==> src/zclm_pkg.sv <==
`timescale 1ns / 1ps

package zclm_pkg;

    // APB address width: six registers on a 4-byte stride
    localparam int unsigned AddrW = 5;

    // Register indexes (paddr[4:2])
    localparam logic [2:0] REG_MIN_DETECT = 3'd0;
    localparam logic [2:0] REG_WINDOW_MS  = 3'd1;
    localparam logic [2:0] REG_B50_LOW    = 3'd2;
    localparam logic [2:0] REG_B50_HIGH   = 3'd3;
    localparam logic [2:0] REG_B60_LOW    = 3'd4;
    localparam logic [2:0] REG_B60_HIGH   = 3'd5;

    // Register reset values
    localparam logic [7:0]  RST_MIN_DETECT = 8'd10;
    localparam logic [15:0] RST_WINDOW_MS  = 16'd1000;
    localparam logic [15:0] RST_B50_LOW    = 16'd190;
    localparam logic [15:0] RST_B50_HIGH   = 16'd210;
    localparam logic [15:0] RST_B60_LOW    = 16'd215;
    localparam logic [15:0] RST_B60_HIGH   = 16'd235;

    // Item kinds
    localparam logic KIND_EDGE = 1'b0;
    localparam logic KIND_TICK = 1'b1;

    // Classified frequencies and fault limit
    localparam logic [5:0] FREQ_NONE   = 6'd0;
    localparam logic [5:0] FREQ_A_HZ   = 6'd50;
    localparam logic [5:0] FREQ_B_HZ   = 6'd60;
    localparam logic [1:0] FAULT_LIMIT = 2'd2;

    typedef struct packed {
        logic [7:0]  min_detect_cycles;
        logic [15:0] window_ms;
        logic [15:0] band50_low;
        logic [15:0] band50_high;
        logic [15:0] band60_low;
        logic [15:0] band60_high;
    } t_cfg;

    typedef struct packed {
        logic        kind;
        logic [15:0] period_ms;
    } t_item;

    typedef struct packed {
        logic        locked;
        logic [5:0]  freq_hz;
    } t_result;

endpackage

==> src/zclm_core.sv <==
`timescale 1ns / 1ps

module zclm_core (
    input  logic              i_clk,
    input  logic              i_rst_n,
    input  logic              i_valid,
    input  zclm_pkg::t_item   i_item,
    input  zclm_pkg::t_cfg    i_cfg,
    output zclm_pkg::t_result o_result
);

    logic [8:0]  r_warmup,   n_warmup;
    logic        r_lock,     n_lock;
    logic [15:0] r_led,      n_led;
    logic [15:0] r_tick,     n_tick;
    logic [1:0]  r_fault,    n_fault;
    logic [15:0] r_wec,      n_wec;
    logic [16:0] r_elapsed,  n_elapsed;
    logic [5:0]  r_freq,     n_freq;

    logic [15:0] w_tick_inc;
    logic [1:0]  w_fault_inc;
    logic [17:0] w_el_sum;
    logic [16:0] w_el_sat;

    always_comb begin
        n_warmup  = r_warmup;
        n_lock    = r_lock;
        n_led     = r_led;
        n_tick    = r_tick;
        n_fault   = r_fault;
        n_wec     = r_wec;
        n_elapsed = r_elapsed;
        n_freq    = r_freq;

        w_tick_inc  = (r_tick == 16'hFFFF) ? r_tick : r_tick + 16'd1;
        w_fault_inc = (r_fault == 2'd3) ? r_fault : r_fault + 2'd1;
        w_el_sum    = {1'b0, r_elapsed} + {2'b00, i_item.period_ms};
        w_el_sat    = w_el_sum[17] ? 17'h1FFFF : w_el_sum[16:0];

        if (i_item.kind == zclm_pkg::KIND_EDGE) begin
            // warm-up never restarts, so a dropped lock comes back on the next edge
            if (r_warmup > {1'b0, i_cfg.min_detect_cycles}) begin
                n_lock = 1'b1;
                n_led  = (r_led == 16'hFFFF) ? r_led : r_led + 16'd1;
            end else begin
                n_warmup = (r_warmup == 9'h1FF) ? r_warmup : r_warmup + 9'd1;
            end
            n_wec = (r_wec == 16'hFFFF) ? r_wec : r_wec + 16'd1;
        end else begin
            n_tick = w_tick_inc;
            if (r_lock && (r_led >= w_tick_inc)) begin
                n_led  = '0;
                n_tick = '0;
            end else if (w_tick_inc > r_led) begin
                // edges fell behind ticks: count a fault, drop lock past the limit
                n_led  = '0;
                n_tick = '0;
                if (w_fault_inc > zclm_pkg::FAULT_LIMIT) begin
                    n_fault = '0;
                    n_lock  = 1'b0;
                end else begin
                    n_fault = w_fault_inc;
                end
            end

            n_elapsed = w_el_sat;
            if (w_el_sat >= {1'b0, i_cfg.window_ms}) begin
                n_elapsed = '0;
                n_wec     = '0;
                if ((r_wec > i_cfg.band50_low) && (r_wec <= i_cfg.band50_high)) begin
                    n_freq = zclm_pkg::FREQ_A_HZ;
                end else if ((r_wec > i_cfg.band60_low) && (r_wec <= i_cfg.band60_high)) begin
                    n_freq = zclm_pkg::FREQ_B_HZ;
                end else begin
                    n_freq = zclm_pkg::FREQ_NONE;
                end
            end
        end
    end

    always_ff @(posedge i_clk) begin
        if (!i_rst_n) begin
            r_warmup  <= '0;
            r_lock    <= 1'b0;
            r_led     <= '0;
            r_tick    <= '0;
            r_fault   <= '0;
            r_wec     <= '0;
            r_elapsed <= '0;
            r_freq    <= zclm_pkg::FREQ_NONE;
        end else if (i_valid) begin
            r_warmup  <= n_warmup;
            r_lock    <= n_lock;
            r_led     <= n_led;
            r_tick    <= n_tick;
            r_fault   <= n_fault;
            r_wec     <= n_wec;
            r_elapsed <= n_elapsed;
            r_freq    <= n_freq;
        end
    end

    assign o_result.locked  = n_lock;
    assign o_result.freq_hz = n_freq;

endmodule

==> src/zero_cross_lock_and_mains_freq.sv <==
`timescale 1ns / 1ps

// Zero-cross lock monitor and mains frequency classifier. Each input transfer
// is an edge event (tuser = 0) or an update tick (tuser = 1) with the elapsed
// milliseconds in tdata; each one yields exactly one output transfer carrying
// the lock flag and the last classified frequency (0, 50 or 60 Hz) after that
// item is applied. Throughput is one item per clock: all counters update
// together from the input register, so an item enters every cycle while
// the output is taken. The input transfer loads the input register, which
// passes its item on to the result register once that register is free; a
// stalled output holds the input register and drops input ready until the
// result is taken. Configuration over APB takes effect at once and should
// be written only while no items are in flight; no clearing pass is needed
// after reset.
module zero_cross_lock_and_mains_freq (
    input  logic                       i_clk,
    input  logic                       i_rst_n,
    // input stream
    input  logic                       i_s_axis_tvalid,
    output logic                       o_s_axis_tready,
    input  logic [15:0]                i_s_axis_tdata,  // [15:0] period_ms
    input  logic                       i_s_axis_tuser,  // [0] kind
    // output stream
    output logic                       o_m_axis_tvalid,
    input  logic                       i_m_axis_tready,
    output logic [7:0]                 o_m_axis_tdata,  // [0] locked, [6:1] freq_hz, [7] zero
    // configuration
    input  logic                       psel,
    input  logic                       penable,
    input  logic                       pwrite,
    input  logic [zclm_pkg::AddrW-1:0] paddr,
    input  logic [31:0]                pwdata,
    output logic [31:0]                prdata,
    output logic                       pready
);

    zclm_pkg::t_cfg    r_cfg;
    zclm_pkg::t_item   r_in_item;
    zclm_pkg::t_result w_result;
    logic              r_in_valid;
    logic              r_out_valid;
    logic [7:0]        r_out_data;
    logic              w_out_free;
    logic              w_move;
    logic              w_cfg_wr;
    logic [2:0]        w_reg_idx;

    assign pready    = 1'b1;
    assign w_cfg_wr  = psel && penable && pwrite && pready;
    assign w_reg_idx = paddr[4:2];

    always_ff @(posedge i_clk) begin
        if (!i_rst_n) begin
            r_cfg.min_detect_cycles <= zclm_pkg::RST_MIN_DETECT;
            r_cfg.window_ms         <= zclm_pkg::RST_WINDOW_MS;
            r_cfg.band50_low        <= zclm_pkg::RST_B50_LOW;
            r_cfg.band50_high       <= zclm_pkg::RST_B50_HIGH;
            r_cfg.band60_low        <= zclm_pkg::RST_B60_LOW;
            r_cfg.band60_high       <= zclm_pkg::RST_B60_HIGH;
        end else if (w_cfg_wr) begin
            case (w_reg_idx)
                zclm_pkg::REG_MIN_DETECT: r_cfg.min_detect_cycles <= pwdata[7:0];
                zclm_pkg::REG_WINDOW_MS:  r_cfg.window_ms         <= pwdata[15:0];
                zclm_pkg::REG_B50_LOW:    r_cfg.band50_low        <= pwdata[15:0];
                zclm_pkg::REG_B50_HIGH:   r_cfg.band50_high       <= pwdata[15:0];
                zclm_pkg::REG_B60_LOW:    r_cfg.band60_low        <= pwdata[15:0];
                zclm_pkg::REG_B60_HIGH:   r_cfg.band60_high       <= pwdata[15:0];
                default: ;
            endcase
        end
    end

    always_comb begin
        case (w_reg_idx)
            zclm_pkg::REG_MIN_DETECT: prdata = {24'd0, r_cfg.min_detect_cycles};
            zclm_pkg::REG_WINDOW_MS:  prdata = {16'd0, r_cfg.window_ms};
            zclm_pkg::REG_B50_LOW:    prdata = {16'd0, r_cfg.band50_low};
            zclm_pkg::REG_B50_HIGH:   prdata = {16'd0, r_cfg.band50_high};
            zclm_pkg::REG_B60_LOW:    prdata = {16'd0, r_cfg.band60_low};
            zclm_pkg::REG_B60_HIGH:   prdata = {16'd0, r_cfg.band60_high};
            default:                  prdata = 32'd0;
        endcase
    end

    // advance the input register whenever the result register can take its item
    assign w_out_free      = !r_out_valid || i_m_axis_tready;
    assign w_move          = r_in_valid && w_out_free;
    assign o_s_axis_tready = !r_in_valid || w_move;

    always_ff @(posedge i_clk) begin
        if (!i_rst_n) begin
            r_in_valid <= 1'b0;
        end else if (o_s_axis_tready) begin
            r_in_valid <= i_s_axis_tvalid;
        end
    end

    always_ff @(posedge i_clk) begin
        if (i_s_axis_tvalid && o_s_axis_tready) begin
            r_in_item.kind      <= i_s_axis_tuser;
            r_in_item.period_ms <= i_s_axis_tdata;
        end
    end

    zclm_core u_core (
        .i_clk    (i_clk),
        .i_rst_n  (i_rst_n),
        .i_valid  (w_move),
        .i_item   (r_in_item),
        .i_cfg    (r_cfg),
        .o_result (w_result)
    );

    always_ff @(posedge i_clk) begin
        if (!i_rst_n) begin
            r_out_valid <= 1'b0;
        end else if (w_out_free) begin
            r_out_valid <= w_move;
        end
    end

    always_ff @(posedge i_clk) begin
        if (w_move) begin
            r_out_data <= {1'b0, w_result.freq_hz, w_result.locked};
        end
    end

    assign o_m_axis_tvalid = r_out_valid;
    assign o_m_axis_tdata  = r_out_data;

endmodule

==> config.mk <==
export PLATFORM = sky130hd
export DESIGN_NAME = zero_cross_lock_and_mains_freq
export DESIGN_NICKNAME = d
export VERILOG_FILES = /design/src/zclm_pkg.sv /design/src/zclm_core.sv /design/src/zero_cross_lock_and_mains_freq.sv
export SDC_FILE = /design/constraint.sdc
export NUM_CORES = 1
export LEC_CHECK = 0
export ABC_CLOCK_PERIOD_IN_PS = 6340
export BUFFER_PORTS_ARGS = -buffer_cell sky130_fd_sc_hd__buf_2
export CORE_UTILIZATION = 60
export DETAILED_ROUTE_END_ITERATION = 12
export PLACE_DENSITY_LB_ADDON = 0.05
export REMOVE_ABC_BUFFERS = 1
export SLEW_MARGIN = 20
export SYNTH_ARGS = -nofsm -noshare
export SYNTH_HDL_FRONTEND = slang
export SYNTH_HIERARCHICAL = 1
export SYNTH_SLANG_ARGS = --single-unit
==> constraint.sdc <==
create_clock -name i_clk -period 6.34 [get_ports i_clk]
set_input_delay 0.634 -clock i_clk [delete_from_list [all_inputs] [get_ports i_clk]]
set_output_delay 0.634 -clock i_clk [all_outputs]
set_load 0.01 [all_outputs]
==> results by group <==
Die
  – Core footprint: 0.0212 sq mm
  – Die H: 149 microns
  – Die Footprint: 0.0223 sq mm
  – # IOs: 104
  – Die Wd: 149 microns
  – Initial core utilization: 61.5%
  – Row Count: 53

Critical path
  – Critical Path RT: 6540 ps
  – Crit Path Max Fanout: 11
  – Critical R2R Launch: r_in_item[0]
  – Crit path DAT: 5540 ps
  – Endpoint class of the critical path: flop
  – Startpoint Class: flop
  – CP Class: reg -> reg
  – CP Launch Point: r_in_item[0]

Timing
  – Setup violations, final: 0
  – Tcrit/Tclk final: 84.3%
  – Max_slew headroom: 23.2%
  – RSZ-0062 raised after global routing: no
  – Final worst path period need: 5350 ps
  – Max Slew Vio Count: 0
  – Final-report hold violation count: 0
  – Worst Max-Slew Pin Slew: 1150 ps
  – Peak Freq: 187 MHz
  – Post-route setup TNS: 0 ps
  – PnR worst setup slack: 994 ps
  – Final Skew: 19.5 ps

Route
  – DR pass1 iterations: 5
  – Drt drc: 0
  – Detailed-route via count: 11400
  – Wire per inst: 18.8 microns
  – Detailed Route WL: 34.3 mm
  – Initial DRC Count: 843
  – Final ANT Viol Nets: 0
  – DR vias/cell: 6.26

Pwr
  – Internal Pwr Total: 1.92 mW
  – Sw power: 0.786 mW
  – Logic pwr share: 9.5%
  – PwrDens: 194 mW/mm^2
  – Post-layout total power: 2.70 mW
  – Switch share: 29.1%
  – Pleak: 6.18 nW
  – Max IR drop VDD: 0.000178 V
  – Flop pwr share: 47.7%
  – Clock Power Share: 42.7%

Synthesis
  – Register area share after synthesis: 32.2%
  – Yosys top cell area share: 26.6%
  – Async S/R FF share, synth: 0%
  – Post-synth design cell area: 0.0130 sq mm
  – Number of synthesized flops with an enable pin: 24
  – Post-synth top area cell: dfxtp_1
  – Most common flop cell mapped by yosys: dfxtp_1
  – Most area-consuming cells after synthesis: dfxtp_1, ha_1, mux2i_1, edfxtp_1, nand2_1
  – Yosys cell types: 85
  – Syn avg cell area: 8.56 sq um
  – Yosys warnings: 6
  – Synth Register Bits: 197
  – Synth Instances: 1521

GRT
  – Largest net degree at the start of global routing: 84
  – Global Route Usage Sum: 31.5%
  – First-pass GRT wire length: 54.9 mm
  – Antenna violations before repair: 0
  – Grt ovf: 0
  – Vias in the first global route: 10400

Clock network
  – Resized cells post-CTS: 0
  – CTS max path bufs: 2
  – Clock Sinks: 197
  – CTS Hold Buffers Added: 0
  – Clk slew on worst S/H paths: 90 ps
  – Clock Tree Root: clkbuf_16
  – CTS buffer count: 17
  – Htree depth: 4
  – Post-CTS Setup Repair Bufs: 0
  – CTS tree: done
  – Worst-skew pair later-pin latency: 450 ps

Finish
  – Layout net count: 1726
  – Ant diodes: 0
  – Fill cells: 1853
  – Most frequent cells in the layout: dfxtp_1, nand2_1, inv_1, ha_1, mux2i_1
  – Layout area overhead: 7.09%
  – Layout Cells excl Fill: 1827
  – Share of cells above drive strength 1: 9.15%
  – Commonest non-fill, non-tap cell in the layout: dfxtp_1

Placement
  – Post-DP HPWL: 24.9 mm
  – Port Buf Inserts: 67
  – Placed Cells: 1795
  – DP Worst Slack: 1050 ps
  – GP Congestion: 0.886

Hold path
  – Hold_sp: i_s_axis_tdata[7]
  – Hold Crit Class: in -> reg

Outcome
  – Status: complete, no violations

Run
  – Reported max-cap violation count: 0
[per-stage QoR]
step	hold WS, ps	instance area [sq um]	utilization [%]
floorplan	430	12500	-
global placement	444	13300	62.8
detailed placement	450	13300	62.8
CTS	339	13900	65.8
global route	330	13900	65.9
finish	353	13900	65.9
[area by class of cell]
type	instances	area [sq um]	area share, %
multi-input cells	1111	7850	56.3
flip-flops and latches	197	4180	30.0
inverters	133	499	3.58
repair buffers	79	428	3.07
clock buffers	17	425	3.05
well taps	275	344	2.47
clock inverters	15	209	1.50
[power by group through the flow]
stage	combinational, mW	clock [mW]	sequential (mW)
after floorplan	0.145	0	1.32
final	0.258	1.16	1.29
after detailed placement	0.253	0	1.32
after global placement	0.250	0	1.32
after CTS	0.254	1.17	1.29
after global routing	0.282	1.22	1.29
[routing by layer]
layer	vias up	share of wire, %	GRT usage (%)
li1	5531	-	-
met1	5471	46	44.1
met2	380	45	48.9
met3	47	6.9	6.33
met4	0	1.9	8.72
met5	-	0	0
[path summary, 6_finish.rpt]
check,slack (ps),cells after the start,to
worst min-delay path,350,1,r_in_item[7]
worst max-delay path,990,16,o_m_axis_tdata[3]
worst min register to register,460,2,u_core/r_elapsed[14]
worst max register to register,990,16,o_m_axis_tdata[3]
[Yosys cell counts (25+ instances only)]
cell type and instances:
clkbuf_1 44, o211ai_1 34, nand3_1 66, ha_1 125
nor2_1 52, dfxtp_1 173, nand4_1 34, a21oi_1 88
inv_1 132, o21ai_0 80, nor2b_1 25, mux2i_1 94
nand2_1 166
[registers in the layout, indices dropped and copies added, names as in the netlist, 6 cells and up]
register / cells
u_core/r_wec: 16
r_cfg: 88
u_core/r_elapsed: 17
u_core/r_warmup: 9
u_core/r_tick: 16
r_in_item: 17
o_m_axis_tdata: 7
u_core/r_led: 16
u_core/r_freq: 6
[critical path, stage by stage, from the launching register on]
cell,delay (ps)
edfxtp_1,370
ha_1,240
fa_1,450
a211oi_2,300
nor3_1,140
o311ai_0,620
a21oi_1,180
o31ai_1,310
nand2_1,110
ha_1,330
and3b_1,170
a311o_1,320
a31oi_1,170
o221ai_1,190
a211oi_4,590
a21oi_1,290
a32o_1,330
[kinds of logic (layout without fill, tap and decap cells)]
group | count (synthesis) | after routing | share of synthesized area [%]
AOI/OAI and AO/OA | 370 | 370 | 19.3
other | 2 | 18 | 0.0577
muxes | 103 | 103 | 8.01
adders and majority gates | 126 | 126 | 12.2
DFF | 197 | 197 | 32.2
and+or+nand+nor | 469 | 469 | 18.4
xor gates and xnor gates | 25 | 25 | 1.68
buffers and inverters | 229 | 244 | 8.17
No activity file was read; power rests on OpenSTA's default activity.
